==> src/design/content_bounding_box_defines.svh <==
// Assertion macros used by the bounding box top level.
`ifndef CONTENT_BOUNDING_BOX_DEFINES_SVH
`define CONTENT_BOUNDING_BOX_DEFINES_SVH

// Same-cycle implication, sampled on clk_i and disabled while rst_ni is low.
`define CBB_ASSERT_IMPL(lbl, ante, cons, msg) \
  lbl: assert property (@(posedge clk_i) disable iff (!rst_ni) (ante) |-> (cons)) \
    else $error(msg);

// Next-cycle implication, sampled on clk_i and disabled while rst_ni is low.
`define CBB_ASSERT_NEXT(lbl, ante, cons, msg) \
  lbl: assert property (@(posedge clk_i) disable iff (!rst_ni) (ante) |=> (cons)) \
    else $error(msg);

`endif

==> src/design/cbb_pkg.sv <==
// Package with the shared types and constants of the bounding box block.
package cbb_pkg;

  localparam int unsigned MaxDimensionDef = 4096;
  localparam int unsigned CfgW            = 13;
  localparam int unsigned PixelW          = 32;
  localparam int unsigned EdgeLoW         = 12;
  localparam int unsigned EdgeHiW         = 13;
  localparam int unsigned OutDataW        = 56;

  localparam logic [PixelW-1:0] AlphaMask  = 32'hff00_0000;
  localparam logic [PixelW-1:0] RedMask    = 32'h00ff_0000;
  localparam logic [PixelW-1:0] GreenMask  = 32'h0000_ff00;
  localparam logic [PixelW-1:0] BlueMask   = 32'h0000_00ff;
  localparam logic [7:0]        ByteFull   = 8'd255;

  // Register indexes of the configuration port.
  localparam logic RegFrameWidth  = 1'b0;
  localparam logic RegFrameHeight = 1'b1;

  // Classified pixel handed from the input stage to the tracker.
  typedef struct packed {
    logic valid;
    logic content;
  } pix_t;

  // One bounding box result.
  typedef struct packed {
    logic               empty;
    logic [EdgeHiW-1:0] bottom;
    logic [EdgeHiW-1:0] right;
    logic [EdgeLoW-1:0] top;
    logic [EdgeLoW-1:0] left;
  } box_t;

  // A pixel is background when alpha is zero or all colour bytes are full.
  function automatic logic is_background(input logic [PixelW-1:0] p);
    logic alpha_zero;
    logic colour_full;
    alpha_zero  = (p & AlphaMask) == '0;
    colour_full = ((p & RedMask) == (RedMask & {PixelW{1'b1}})) &&
                  ((p & GreenMask) == GreenMask) &&
                  ((p & BlueMask) == {24'd0, ByteFull});
    return alpha_zero || colour_full;
  endfunction

endpackage

==> src/design/cbb_pix_stage.sv <==
// Input register stage: takes a pixel item and registers its content flag.
module cbb_pix_stage (
  input  logic                       clk_i,
  input  logic                       rst_ni,
  input  logic                       in_valid_i,
  output logic                       in_ready_o,
  input  logic [cbb_pkg::PixelW-1:0] in_pixel_i,
  input  logic                       take_i,
  output cbb_pkg::pix_t              pix_o
);

  logic valid_q, valid_d;
  logic content_q;
  logic load;

  assign in_ready_o = !valid_q || take_i;
  assign load       = in_valid_i && in_ready_o;

  always_comb begin
    valid_d = valid_q;
    if (load) begin
      valid_d = 1'b1;
    end else if (take_i) begin
      valid_d = 1'b0;
    end
  end

  always_ff @(posedge clk_i or negedge rst_ni) begin
    if (!rst_ni) begin
      valid_q <= 1'b0;
    end else begin
      valid_q <= valid_d;
    end
  end

  always_ff @(posedge clk_i) begin
    if (load) begin
      content_q <= !cbb_pkg::is_background(in_pixel_i);
    end
  end

  assign pix_o.valid   = valid_q;
  assign pix_o.content = content_q;

endmodule

==> src/design/cbb_box_track.sv <==
// Frame position counters, size registers and running content box.
module cbb_box_track #(
  parameter int unsigned MAX_DIMENSION = cbb_pkg::MaxDimensionDef
) (
  input  logic                     clk_i,
  input  logic                     rst_ni,
  input  logic                     cfg_we_i,
  input  logic                     cfg_idx_i,
  input  logic [cbb_pkg::CfgW-1:0] cfg_data_i,
  input  cbb_pkg::pix_t            pix_i,
  input  logic                     out_free_i,
  output logic                     take_o,
  output logic                     res_valid_o,
  output cbb_pkg::box_t            res_o
);

  localparam int unsigned CntW = $clog2(MAX_DIMENSION);
  localparam int unsigned CmpW = (CntW + 1 > cbb_pkg::CfgW) ? CntW + 1 : cbb_pkg::CfgW;

  logic [cbb_pkg::CfgW-1:0] width_q, height_q;
  logic [CmpW-1:0]          width_ext, height_ext, eff_w, eff_h;
  logic [CntW-1:0]          last_col, last_row;
  logic [CntW-1:0]          col_q, col_d, row_q, row_d;
  logic [CntW-1:0]          min_col_q, min_col_d, max_col_q, max_col_d;
  logic [CntW-1:0]          min_row_q, min_row_d, max_row_q, max_row_d;
  logic                     seen_q, seen_d;
  logic [CntW-1:0]          min_col_n, max_col_n, min_row_n, max_row_n;
  logic                     seen_n, hit, row_end, is_last_row, frame_end;

  always_ff @(posedge clk_i or negedge rst_ni) begin
    if (!rst_ni) begin
      width_q  <= cbb_pkg::CfgW'(1);
      height_q <= cbb_pkg::CfgW'(1);
    end else if (cfg_we_i) begin
      case (cfg_idx_i)
        cbb_pkg::RegFrameWidth:  width_q  <= cfg_data_i;
        cbb_pkg::RegFrameHeight: height_q <= cfg_data_i;
        default: ;
      endcase
    end
  end

  // Zero counts as one and anything above the limit is clamped to it.
  assign width_ext  = CmpW'(width_q);
  assign height_ext = CmpW'(height_q);
  assign eff_w = (width_ext == '0) ? CmpW'(1) :
                 (width_ext > CmpW'(MAX_DIMENSION)) ? CmpW'(MAX_DIMENSION) : width_ext;
  assign eff_h = (height_ext == '0) ? CmpW'(1) :
                 (height_ext > CmpW'(MAX_DIMENSION)) ? CmpW'(MAX_DIMENSION) : height_ext;
  assign last_col = CntW'(eff_w - CmpW'(1));
  assign last_row = CntW'(eff_h - CmpW'(1));

  assign row_end     = col_q >= last_col;
  assign is_last_row = row_q >= last_row;
  assign frame_end   = row_end && is_last_row;

  // An item with no result always moves on; a frame end needs a free output.
  assign take_o      = pix_i.valid && (!frame_end || out_free_i);
  assign res_valid_o = take_o && frame_end;
  assign hit         = pix_i.valid && pix_i.content;

  always_comb begin
    min_col_n = min_col_q;
    max_col_n = max_col_q;
    min_row_n = min_row_q;
    max_row_n = max_row_q;
    if (hit && !seen_q) begin
      min_col_n = col_q;
      max_col_n = col_q;
      min_row_n = row_q;
      max_row_n = row_q;
    end else if (hit) begin
      min_col_n = (col_q < min_col_q) ? col_q : min_col_q;
      max_col_n = (col_q > max_col_q) ? col_q : max_col_q;
      min_row_n = (row_q < min_row_q) ? row_q : min_row_q;
      max_row_n = (row_q > max_row_q) ? row_q : max_row_q;
    end
    seen_n = seen_q || hit;
  end

  always_comb begin
    col_d     = col_q;
    row_d     = row_q;
    min_col_d = min_col_q;
    max_col_d = max_col_q;
    min_row_d = min_row_q;
    max_row_d = max_row_q;
    seen_d    = seen_q;
    if (take_o) begin
      if (frame_end) begin
        col_d     = '0;
        row_d     = '0;
        min_col_d = '0;
        max_col_d = '0;
        min_row_d = '0;
        max_row_d = '0;
        seen_d    = 1'b0;
      end else begin
        min_col_d = min_col_n;
        max_col_d = max_col_n;
        min_row_d = min_row_n;
        max_row_d = max_row_n;
        seen_d    = seen_n;
        if (row_end) begin
          col_d = '0;
          row_d = row_q + CntW'(1);
        end else begin
          col_d = col_q + CntW'(1);
        end
      end
    end
  end

  always_ff @(posedge clk_i or negedge rst_ni) begin
    if (!rst_ni) begin
      col_q     <= '0;
      row_q     <= '0;
      min_col_q <= '0;
      max_col_q <= '0;
      min_row_q <= '0;
      max_row_q <= '0;
      seen_q    <= 1'b0;
    end else begin
      col_q     <= col_d;
      row_q     <= row_d;
      min_col_q <= min_col_d;
      max_col_q <= max_col_d;
      min_row_q <= min_row_d;
      max_row_q <= max_row_d;
      seen_q    <= seen_d;
    end
  end

  always_comb begin
    if (seen_n) begin
      res_o.left   = cbb_pkg::EdgeLoW'(min_col_n);
      res_o.top    = cbb_pkg::EdgeLoW'(min_row_n);
      res_o.right  = cbb_pkg::EdgeHiW'(max_col_n);
      res_o.bottom = cbb_pkg::EdgeHiW'(max_row_n);
      res_o.empty  = 1'b0;
    end else begin
      res_o.left   = '0;
      res_o.top    = '0;
      res_o.right  = cbb_pkg::EdgeHiW'(eff_w);
      res_o.bottom = cbb_pkg::EdgeHiW'(eff_h);
      res_o.empty  = 1'b1;
    end
  end

endmodule

==> src/design/cbb_out_stage.sv <==
// Result register that holds a box item until the downstream side takes it.
module cbb_out_stage (
  input  logic          clk_i,
  input  logic          rst_ni,
  input  logic          res_valid_i,
  input  cbb_pkg::box_t res_i,
  output logic          out_free_o,
  output logic          out_valid_o,
  input  logic          out_ready_i,
  output cbb_pkg::box_t out_box_o
);

  logic          valid_q, valid_d;
  cbb_pkg::box_t box_q;

  assign out_free_o = !valid_q || out_ready_i;

  always_comb begin
    valid_d = valid_q;
    if (res_valid_i) begin
      valid_d = 1'b1;
    end else if (out_ready_i) begin
      valid_d = 1'b0;
    end
  end

  always_ff @(posedge clk_i or negedge rst_ni) begin
    if (!rst_ni) begin
      valid_q <= 1'b0;
    end else begin
      valid_q <= valid_d;
    end
  end

  always_ff @(posedge clk_i) begin
    if (res_valid_i) begin
      box_q <= res_i;
    end
  end

  assign out_valid_o = valid_q;
  assign out_box_o   = box_q;

endmodule

==> src/design/content_bounding_box.sv <==
// Top level of the content bounding box block for raster pixel streams.
//
//   Channel    Direction  Handshake                     Payload
//   s_axis     in         s_axis_tvalid/s_axis_tready   one pixel per item
//   m_axis     out        m_axis_tvalid/m_axis_tready   one box per frame
//   cfg        in         cfg_we_i (always taken)       frame width / height
//
// One pixel item is accepted every clock cycle when the result side does not
// stall. A pixel is registered and classified in the input register, then
// folded into the running box by the tracker; the box of a frame appears on
// m_axis the cycle after its last pixel leaves the input register. Reset
// clears the position counters and the box, sets both frame sizes to one and
// needs no clearing pass. Only the last pixel of a frame waits on a full
// result register; all other pixels keep flowing while a result waits to be
// taken.
module content_bounding_box #(
  parameter int unsigned MAX_DIMENSION = cbb_pkg::MaxDimensionDef
) (
  input  logic                         clk_i,
  input  logic                         rst_ni,
  // Pixel input.
  input  logic                         s_axis_tvalid,
  output logic                         s_axis_tready,
  input  logic [cbb_pkg::PixelW-1:0]   s_axis_tdata,   // [31:0] pixel_word
  // Box output.
  output logic                         m_axis_tvalid,
  input  logic                         m_axis_tready,
  output logic [cbb_pkg::OutDataW-1:0] m_axis_tdata,   // [11:0] left_edge,
                                                       // [23:12] top_edge,
                                                       // [36:24] right_edge,
                                                       // [49:37] bottom_edge,
                                                       // [55:50] zero
  output logic                         m_axis_tuser,   // [0] frame_empty
  // Configuration writes.
  input  logic                         cfg_we_i,
  input  logic                         cfg_idx_i,
  input  logic [cbb_pkg::CfgW-1:0]     cfg_data_i
);

  `include "content_bounding_box_defines.svh"

  cbb_pkg::pix_t pix;
  cbb_pkg::box_t res_box;
  cbb_pkg::box_t out_box;
  logic          take;
  logic          res_valid;
  logic          out_free;

  // Stage one: register the pixel and decide content versus background.
  cbb_pix_stage u_pix_stage (
    .clk_i      (clk_i),
    .rst_ni     (rst_ni),
    .in_valid_i (s_axis_tvalid),
    .in_ready_o (s_axis_tready),
    .in_pixel_i (s_axis_tdata),
    .take_i     (take),
    .pix_o      (pix)
  );

  // Stage two: advance the raster position, grow the box, close the frame.
  cbb_box_track #(
    .MAX_DIMENSION (MAX_DIMENSION)
  ) u_box_track (
    .clk_i       (clk_i),
    .rst_ni      (rst_ni),
    .cfg_we_i    (cfg_we_i),
    .cfg_idx_i   (cfg_idx_i),
    .cfg_data_i  (cfg_data_i),
    .pix_i       (pix),
    .out_free_i  (out_free),
    .take_o      (take),
    .res_valid_o (res_valid),
    .res_o       (res_box)
  );

  // The result register parts the pixel pipe from the result consumer.
  cbb_out_stage u_out_stage (
    .clk_i       (clk_i),
    .rst_ni      (rst_ni),
    .res_valid_i (res_valid),
    .res_i       (res_box),
    .out_free_o  (out_free),
    .out_valid_o (m_axis_tvalid),
    .out_ready_i (m_axis_tready),
    .out_box_o   (out_box)
  );

  assign m_axis_tdata = {6'd0, out_box.bottom, out_box.right, out_box.top, out_box.left};
  assign m_axis_tuser = out_box.empty;

  // A frame with no content reports its box starting at the origin.
  `CBB_ASSERT_IMPL(a_empty_origin, m_axis_tvalid && m_axis_tuser, m_axis_tdata[23:0] == 24'd0, "empty frame box does not start at the origin")

  // A closed frame always reaches the result register in the next cycle.
  `CBB_ASSERT_NEXT(a_result_lands, res_valid, m_axis_tvalid, "frame result was lost")

  // A frame may only close when the result register can take the box.
  `CBB_ASSERT_IMPL(a_no_overwrite, res_valid, out_free, "frame result overwrote a pending box")

endmodule

==> config.mk <==
export PLATFORM = sky130hd
export DESIGN_NAME = content_bounding_box
export DESIGN_NICKNAME = d
export VERILOG_FILES = /design/src/design/cbb_pkg.sv /design/src/design/cbb_pix_stage.sv /design/src/design/cbb_box_track.sv /design/src/design/cbb_out_stage.sv /design/src/design/content_bounding_box.sv
export VERILOG_INCLUDE_DIRS = /design/src /design/src/design
export SDC_FILE = /design/constraint.sdc
export NUM_CORES = 1
export LEC_CHECK = 0
export ABC_AREA = 1
export BUFFER_PORTS_ARGS = -buffer_cell sky130_fd_sc_hd__buf_2
export CORE_MARGIN = 3
export CORE_UTILIZATION = 54
export DETAILED_ROUTE_END_ITERATION = 8
export GPL_ROUTABILITY_DRIVEN = 0
export PLACE_DENSITY = 0.77
export SYNTH_ARGS = -nofsm -noshare
export SYNTH_HDL_FRONTEND = slang
export SYNTH_SLANG_ARGS = --single-unit
export TNS_END_PERCENT = 50
==> constraint.sdc <==
create_clock -name clk_i -period 4.3 [get_ports clk_i]
set_clock_uncertainty 0.05 [all_clocks]
set_input_delay 0.86 -clock clk_i [delete_from_list [all_inputs] [get_ports clk_i]]
set_output_delay 0.86 -clock clk_i [all_outputs]
set_load 0.1 [all_outputs]
Word-level counts from Yosys, hierarchy flattened
Cells that the tools add are included.
{"block": "op_classes", "addsub": 4, "mul": 0, "n_div": 0, "magnitude_cmp": 8, "n_eq_ne": 3, "shifts": 0, "mux": 30, "bitwise": 1, "reduce_logical": 27}
{"op": "$mux W12", "n": 20}
{"op": "$mux W13", "n": 4}
{"op": "$mux W51", "n": 1}
{"op": "$logic_not A32 Y1", "n": 1}
{"op": "$gt A13 B13 Y1 const B", "n": 2}
{"op": "$logic_not A13 Y1", "n": 2}
{"op": "$add A12 B1 Y12 const B", "n": 2}
{"op": "$eq A8 B8 Y1 const B", "n": 3}
{"op": "$ge A12 B12 Y1", "n": 2}
{"op": "$gt A12 B12 Y1", "n": 2}
{"op": "$lt A12 B12 Y1", "n": 2}
{"op": "$sub A12 B1 Y12 const B", "n": 2}
{"op": "$logic_and A1 B1 Y1", "n": 8}
{"op": "$reduce_and A2 Y1", "n": 3}
{"op": "$reduce_bool A2 Y1", "n": 3}
{"op": "$logic_not A1 Y1", "n": 5}
{"op": "$logic_or A1 B1 Y1", "n": 5}
{"op": "$mux W1", "n": 5}
{"op": "$not A1 Y1", "n": 1}
{"block": "totals", "reg_bits": 153, "latch_bits": 0, "mem_bits_rw": 0, "romBits": 0, "output_inout_bits": 59, "word_cells": 92, "mem_count": 0}

Logic depth before layout (Yosys ltp)
{"block": "logic_depth", "depth_word": 12, "ltp_mapped": 26, "depth_no_buf": 24}

Hierarchy
A second synthesis with hierarchy kept.
{"block": "unflattened", "cells_unflattened": 1326, "hier_area_um2": 9957.0}
{"mod": "cbb_box_track", "n_inst": 1, "cells_each": 1228, "area_each_um2": 8137.8, "seq_area_each_um2": 2479.9}
{"mod": "cbb_out_stage", "n_inst": 1, "cells_each": 56, "area_each_um2": 1576.5, "seq_area_each_um2": 1556.5}
{"mod": "cbb_pix_stage", "n_inst": 1, "cells_each": 35, "area_each_um2": 193.9, "seq_area_each_um2": 55.1}
{"mod": "content_bounding_box", "n_inst": 1, "cells_each": 7, "area_each_um2": 48.8, "seq_area_each_um2": 0.0}

Worst setup path after synthesis
OpenSTA, ideal clock, no wires.
{"block": "synth_timing", "kind": "flip-flop to output port", "start": "register u_box_track.width_q, in the netlist u_box_track.width_ext[0]", "end": "output s_axis_tready", "arrival_time_ps": 3353, "required_ps": 3390, "slack_ps": 37, "stages_incl_launch_ff": 24, "path_buffers": 1, "path_cell_list": "dfstp_2 inv_1 nand2_1 nor2_1 nand2_1 nand2_1 buf_4 nand2_1 ha_1 nand2_1 nor2_1 nand2_1 nand2_1 nand2_1 ha_1 nand2_1 nor2_4 nand2_1 nor2_2 nand2_2 nand2_2 nand2_1 inv_2 nand3_1"}
{"block": "synth_via", "elab_chain_cells": 10}
{"element": "start, declared", "line": "cbb_box_track.sv:20", "rtl": "logic [cbb_pkg::CfgW-1:0] width_q, height_q;"}
{"element": "start signal, assigned", "line": "cbb_box_track.sv:32", "rtl": "width_q <= cbb_pkg::CfgW'(1);"}
{"element": "start signal, assigned", "line": "cbb_box_track.sv:36", "rtl": "cbb_pkg::RegFrameWidth: width_q <= cfg_data_i;"}
{"element": "$gt A13 B13 Y1", "line": "cbb_box_track.sv:47", "rtl": "(width_ext > CmpW'(MAX_DIMENSION)) ? CmpW'(MAX_DIMENSION) : width_ext;"}
{"element": "$mux W13", "line": "cbb_box_track.sv:47"}
{"element": "$mux W13 (*)", "line": "cbb_box_track.sv:46", "rtl": "assign eff_w = (width_ext == '0) ? CmpW'(1) :"}
{"element": "$sub A12 B1 Y12 (*)", "line": "cbb_box_track.sv:50", "rtl": "assign last_col = CntW'(eff_w - CmpW'(1));"}
{"element": "$ge A12 B12 Y1 (*)", "line": "cbb_box_track.sv:53", "rtl": "assign row_end = col_q >= last_col;"}
{"element": "$logic_and A1 B1 Y1 (*)", "line": "cbb_box_track.sv:55", "rtl": "assign frame_end = row_end && is_last_row;"}
{"element": "$logic_not A1 Y1 (*)", "line": "cbb_box_track.sv:58", "rtl": "assign take_o = pix_i.valid && (!frame_end || out_free_i);"}
{"element": "$logic_or A1 B1 Y1 (*)", "line": "cbb_box_track.sv:58"}
{"element": "$logic_and A1 B1 Y1 (*)", "line": "cbb_box_track.sv:58"}
{"element": "$logic_or A1 B1 Y1 (*)", "line": "cbb_pix_stage.sv:16", "rtl": "assign in_ready_o = !valid_q || take_i;"}
{"element": "end, declared", "line": "content_bounding_box.sv:23", "rtl": "output logic s_axis_tready,"}
Every way passes the cells marked *; elsewhere a longest branch is shown, timed or not.

Worst setup path after layout
Same ends and word-level chain as after synthesis.

==> impl_results.md <==
- Outcome: complete, no violations
- Placed cell area: 10,600 µm²
- R2R Path End: u_box_track.max_row_q[2]
- Synth Cell Area: 9940 µm²
- Logic gate share of total power: 0.424
- CTS tree: built
- Dpl cells: 1,613
- Cts bufs inserted: 17
- Crit end category: output pin
- Synthesis-to-finish area growth: 16.8%
- Cells after synthesis: 1,320
- Wire per inst: 15.8 µm
- Yosys reg bits: 153
- Hold/Removal Path Class: flip-flop to flip-flop
- Critical-path maximum fanout: 8
- DRT iter0 DRCs: 686
- P_int: 3.91 mW
- # clock sinks: 153
- Worst r2r path cells: 25
- Hold WS: 0.438 ns
- Crit start category: flip-flop
- Met1 usage: 0.370
- Root buffer cell: clkbuf_16
- CTS H-tree lvls: 4
- GR Util All Layers: 0.262
- Global-route wire length before repair: 42,300 µm
- DRC viols: 0
- Largest net degree at the start of global routing: 68
- Hold path endpoint: u_box_track.height_ext[11]
- Finish-stage setup viols: 0
- Initial Util: 0.563
- Grt ovf: 0
- FF-to-FF Start: u_box_track.width_ext[0]
- Slew headroom: 0.336
- Fmax: 0.239 GHz
- Global Route met3 Usage: 0.0431
- Buffer depth of the longest clock path: 2
- Switch share: 0.414
- Sequential-to-total area share from yosys stat: 0.412
- Clock latency on the worst-skew pair: 0.44 ns
- Period utilisation layout: 0.971
- Synth warn: 0
- Initial antenna violation count: 0
- Max-slew violations: 0
- ANT nets after route: 0
- Part of the power in registers: 0.330
- Global routing's busiest layer: met2
- Max-cap violations: 0
- Final setup margin: 0.123 ns
- Io pins: 110
- Pwr Density: 575 nW/µm²
- Layout net count: 1,549
- Clock-pin transition on the worst setup and hold timing paths: 0.06 ns
- Vias per cell: 5.52
- Synth cell types: 41
- Syn avg cell area: 7.53 µm²
- Leakage Power: 6.01 nW
- Post-cts hold buffer count: 0
- Die H: 142 µm
- Die width: 142 µm
- Net Sw Power: 2.77 mW
- Hold path start: u_box_track.height_ext[11]
- Worst endpoint data arrival time: 3.27 ns
- Worst-margin pin slew: 0.989 ns
- Die footprint: 20,100 µm²
- Final Hold Viols: 0
- IO buf count: 103
- DRT Pass-1 Iters: 6
- Antenna cells: 0
- Flop2flop setup slack: 0.41 ns
- Hpwl dp: 17,800 µm
- Post-layout min period: 4.18 ns
- Pre-CTS WS: 0.202 ns
- Core Area: 17,700 µm²
- Number of cell rows: 48
- Vias in the first global route: 8,530
- Final instance area: 11,600 µm²
- Met2 Resource Use GR: 0.416
- Critical Path RT: 3.39 ns
- VDD IR max: 0.000360 V
- Worst hold stages: 2
- Final Non-Filler Cells: 1,662
- Clk pwr share: 0.246
- Layout cells sized above 1: 0.168
- Routed wire length: 26,200 µm
- Via Count: 9,171
- CP Class: flip-flop to output pin
## logic make-up after synthesis
group / after synthesis / synth area share
and+or+nand+nor: 732 / 0.311
buffers and inverters: 211 / 0.0929
DFF: 153 / 0.412
AOI/OAI and AO/OA: 122 / 0.0672
adders and majority gates: 74 / 0.0932
xor gates and xnor gates: 27 / 0.0238
other: 1 / 0.000377
## worst max-delay path, cell delays in order (launching register included)
cell and delay (ns):
dfstp_2 0.53, inv_1 0.06, nand2_1 0.07, nor2_1 0.06, nand2_1 0.10, nand2_4 0.11
buf_6 0.16, nand2_2 0.08, nand2_4 0.07, nor2_2 0.13, nand3_1 0.09, nand2_1 0.10
nand2_2 0.08, ha_4 0.27, nand2_2 0.07, nor2_4 0.09, nand2_1 0.06, nor2_2 0.09
nand2_2 0.08, nand2_2 0.08, nand2_1 0.06, inv_2 0.10, nand3_4 0.09, buf_12 0.21
## sequential cells by signal, summed over array words and instances, names as in the netlist
| signal | flops |
|---|---|
| u_box_track.max_row_q | 12 |
| u_box_track.min_row_q | 12 |
| u_box_track.seen_q | 1 |
| u_pix_stage.content_q | 1 |
| u_out_stage.out_valid_o | 1 |
| u_box_track.col_q | 12 |
| u_box_track.min_col_q | 12 |
| u_out_stage.out_box_o | 51 |
| u_box_track.height_ext | 13 |
| u_box_track.row_q | 12 |
| u_box_track.max_col_q | 12 |
| u_box_track.width_ext | 13 |
| u_pix_stage.valid_q | 1 |
## cell type report
type                    count  area (µm²)
clock buffers              24         526
clock inverters             8         126
fillers                  1483        6050
inverters                 158         593
multi-input cells         961        5180
flip-flops and latches    153        4100
well taps                 225         282
repair buffers            133         800
## layer usage
layer | vias to the layer above | wire, µm
met2 | 408 | 12000
met5 | - | 0
met4 | 0 | 491
met1 | 4247 | 11700
met3 | 51 | 2090
li1 | 4465 | -
## worst max path at each step
stage / startpoint / to / slack, ns / cells after the start
after floorplan: u_box_track.width_ext[0] / s_axis_tready / 0.04 / 23
after global routing: u_box_track.width_ext[0] / s_axis_tready / -0.08 / 23
final: u_box_track.width_ext[0] / s_axis_tready / 0.12 / 23
after detailed placement: u_box_track.width_ext[0] / s_axis_tready / 0.20 / 23
after global placement: u_box_track.height_ext[9] / s_axis_tready / 0.33 / 22
after CTS: u_box_track.height_ext[0] / s_axis_tready / 0.04 / 23
## power by group through the flow
stage	registers (mW)	clock network, mW	logic (mW)
2_1_floorplan	2.11	0	2.08
3_3_place_gp	2.19	0	2.54
3_5_place_dp	2.20	0	2.63
4_1_cts	2.18	1.66	2.69
5_1_grt	2.23	1.73	3.26
6_report	2.20	1.64	2.83
## per-stage QoR
stage / util / power, mW / TNS, ns
global route: 0.657 / 7.21 / -0.0839
finish: 0.657 / 6.68 / 0
CTS: 0.637 / 6.53 / 0
floorplan: - / 4.19 / 0
detailed placement: 0.598 / 4.83 / 0
global placement: 0.598 / 4.73 / 0
## cell usage after synthesis
cell        n  share of area
buf_6       8         0.0091
nor2_8      1         0.0020
a21boi_0    1        0.00076
xnor2_1     4         0.0035
nand4_1    25          0.016
ha_1       74          0.093
a22oi_1     1        0.00076
nor3b_2     1         0.0013
nor4_1      4         0.0025
a21oi_1    62          0.031
buf_1       3         0.0011
xor2_1     23          0.020
nor3_1      9         0.0045
o21ai_2     9         0.0079
o31ai_1     1        0.00076
nand3_4     1         0.0018
conb_1      1        0.00038
nor2_4      1         0.0011
buf_2      18         0.0091
or2_1       1        0.00063
nand3b_1    1        0.00076
a21oi_2     1        0.00088
buf_4      13         0.0098
nand2_4     1         0.0011
and3_1      1        0.00063
nand2_1   470           0.18
dfstp_2     2         0.0053
nor2_2      2         0.0013
inv_1     155          0.059
o21bai_1    3         0.0023
nor2_1     67          0.025
inv_2       2        0.00076
nand3_1   142          0.072
o21ai_1     2         0.0010
edfxtp_1   52           0.16
o21ai_0    40          0.020
clkinv_1    1        0.00038
nand2_2     5         0.0031
o21a_1      2         0.0015
dfrtp_1    99           0.25
clkbuf_1   11         0.0042
## timing repair
| action | CTS | global route |
|---|---|---|
| resized for setup | 11 | 62 |
| endpoints found under the setup margin | 1 | 14 |
| setup buffers | 1 | 16 |
| pin swaps | 1 | 26 |
| endpoints found under the hold margin | 0 | 0 |
| gates cloned | 0 | 0 |
## cells in the final DEF, fill, tap and decap left out, types with 4 or more instances in the layout
cell and count:
a21oi_1 61, buf_12 4, buf_2 101, buf_4 27, clkbuf_16 20, conb_1 6, dfrtp_1 95, dfrtp_2 4
edfxtp_1 52, ha_1 69, ha_4 5, inv_1 154, nand2_1 448, nand2_2 21, nand2_4 7, nand3_1 140
nand4_1 25, nor2_1 50, nor2_2 16, nor2_4 4, nor3_1 9, nor4_1 4, o21ai_0 38, o21ai_2 10
xnor2_1 4, xor2_1 23
Power figures use the tool's default switching activity.
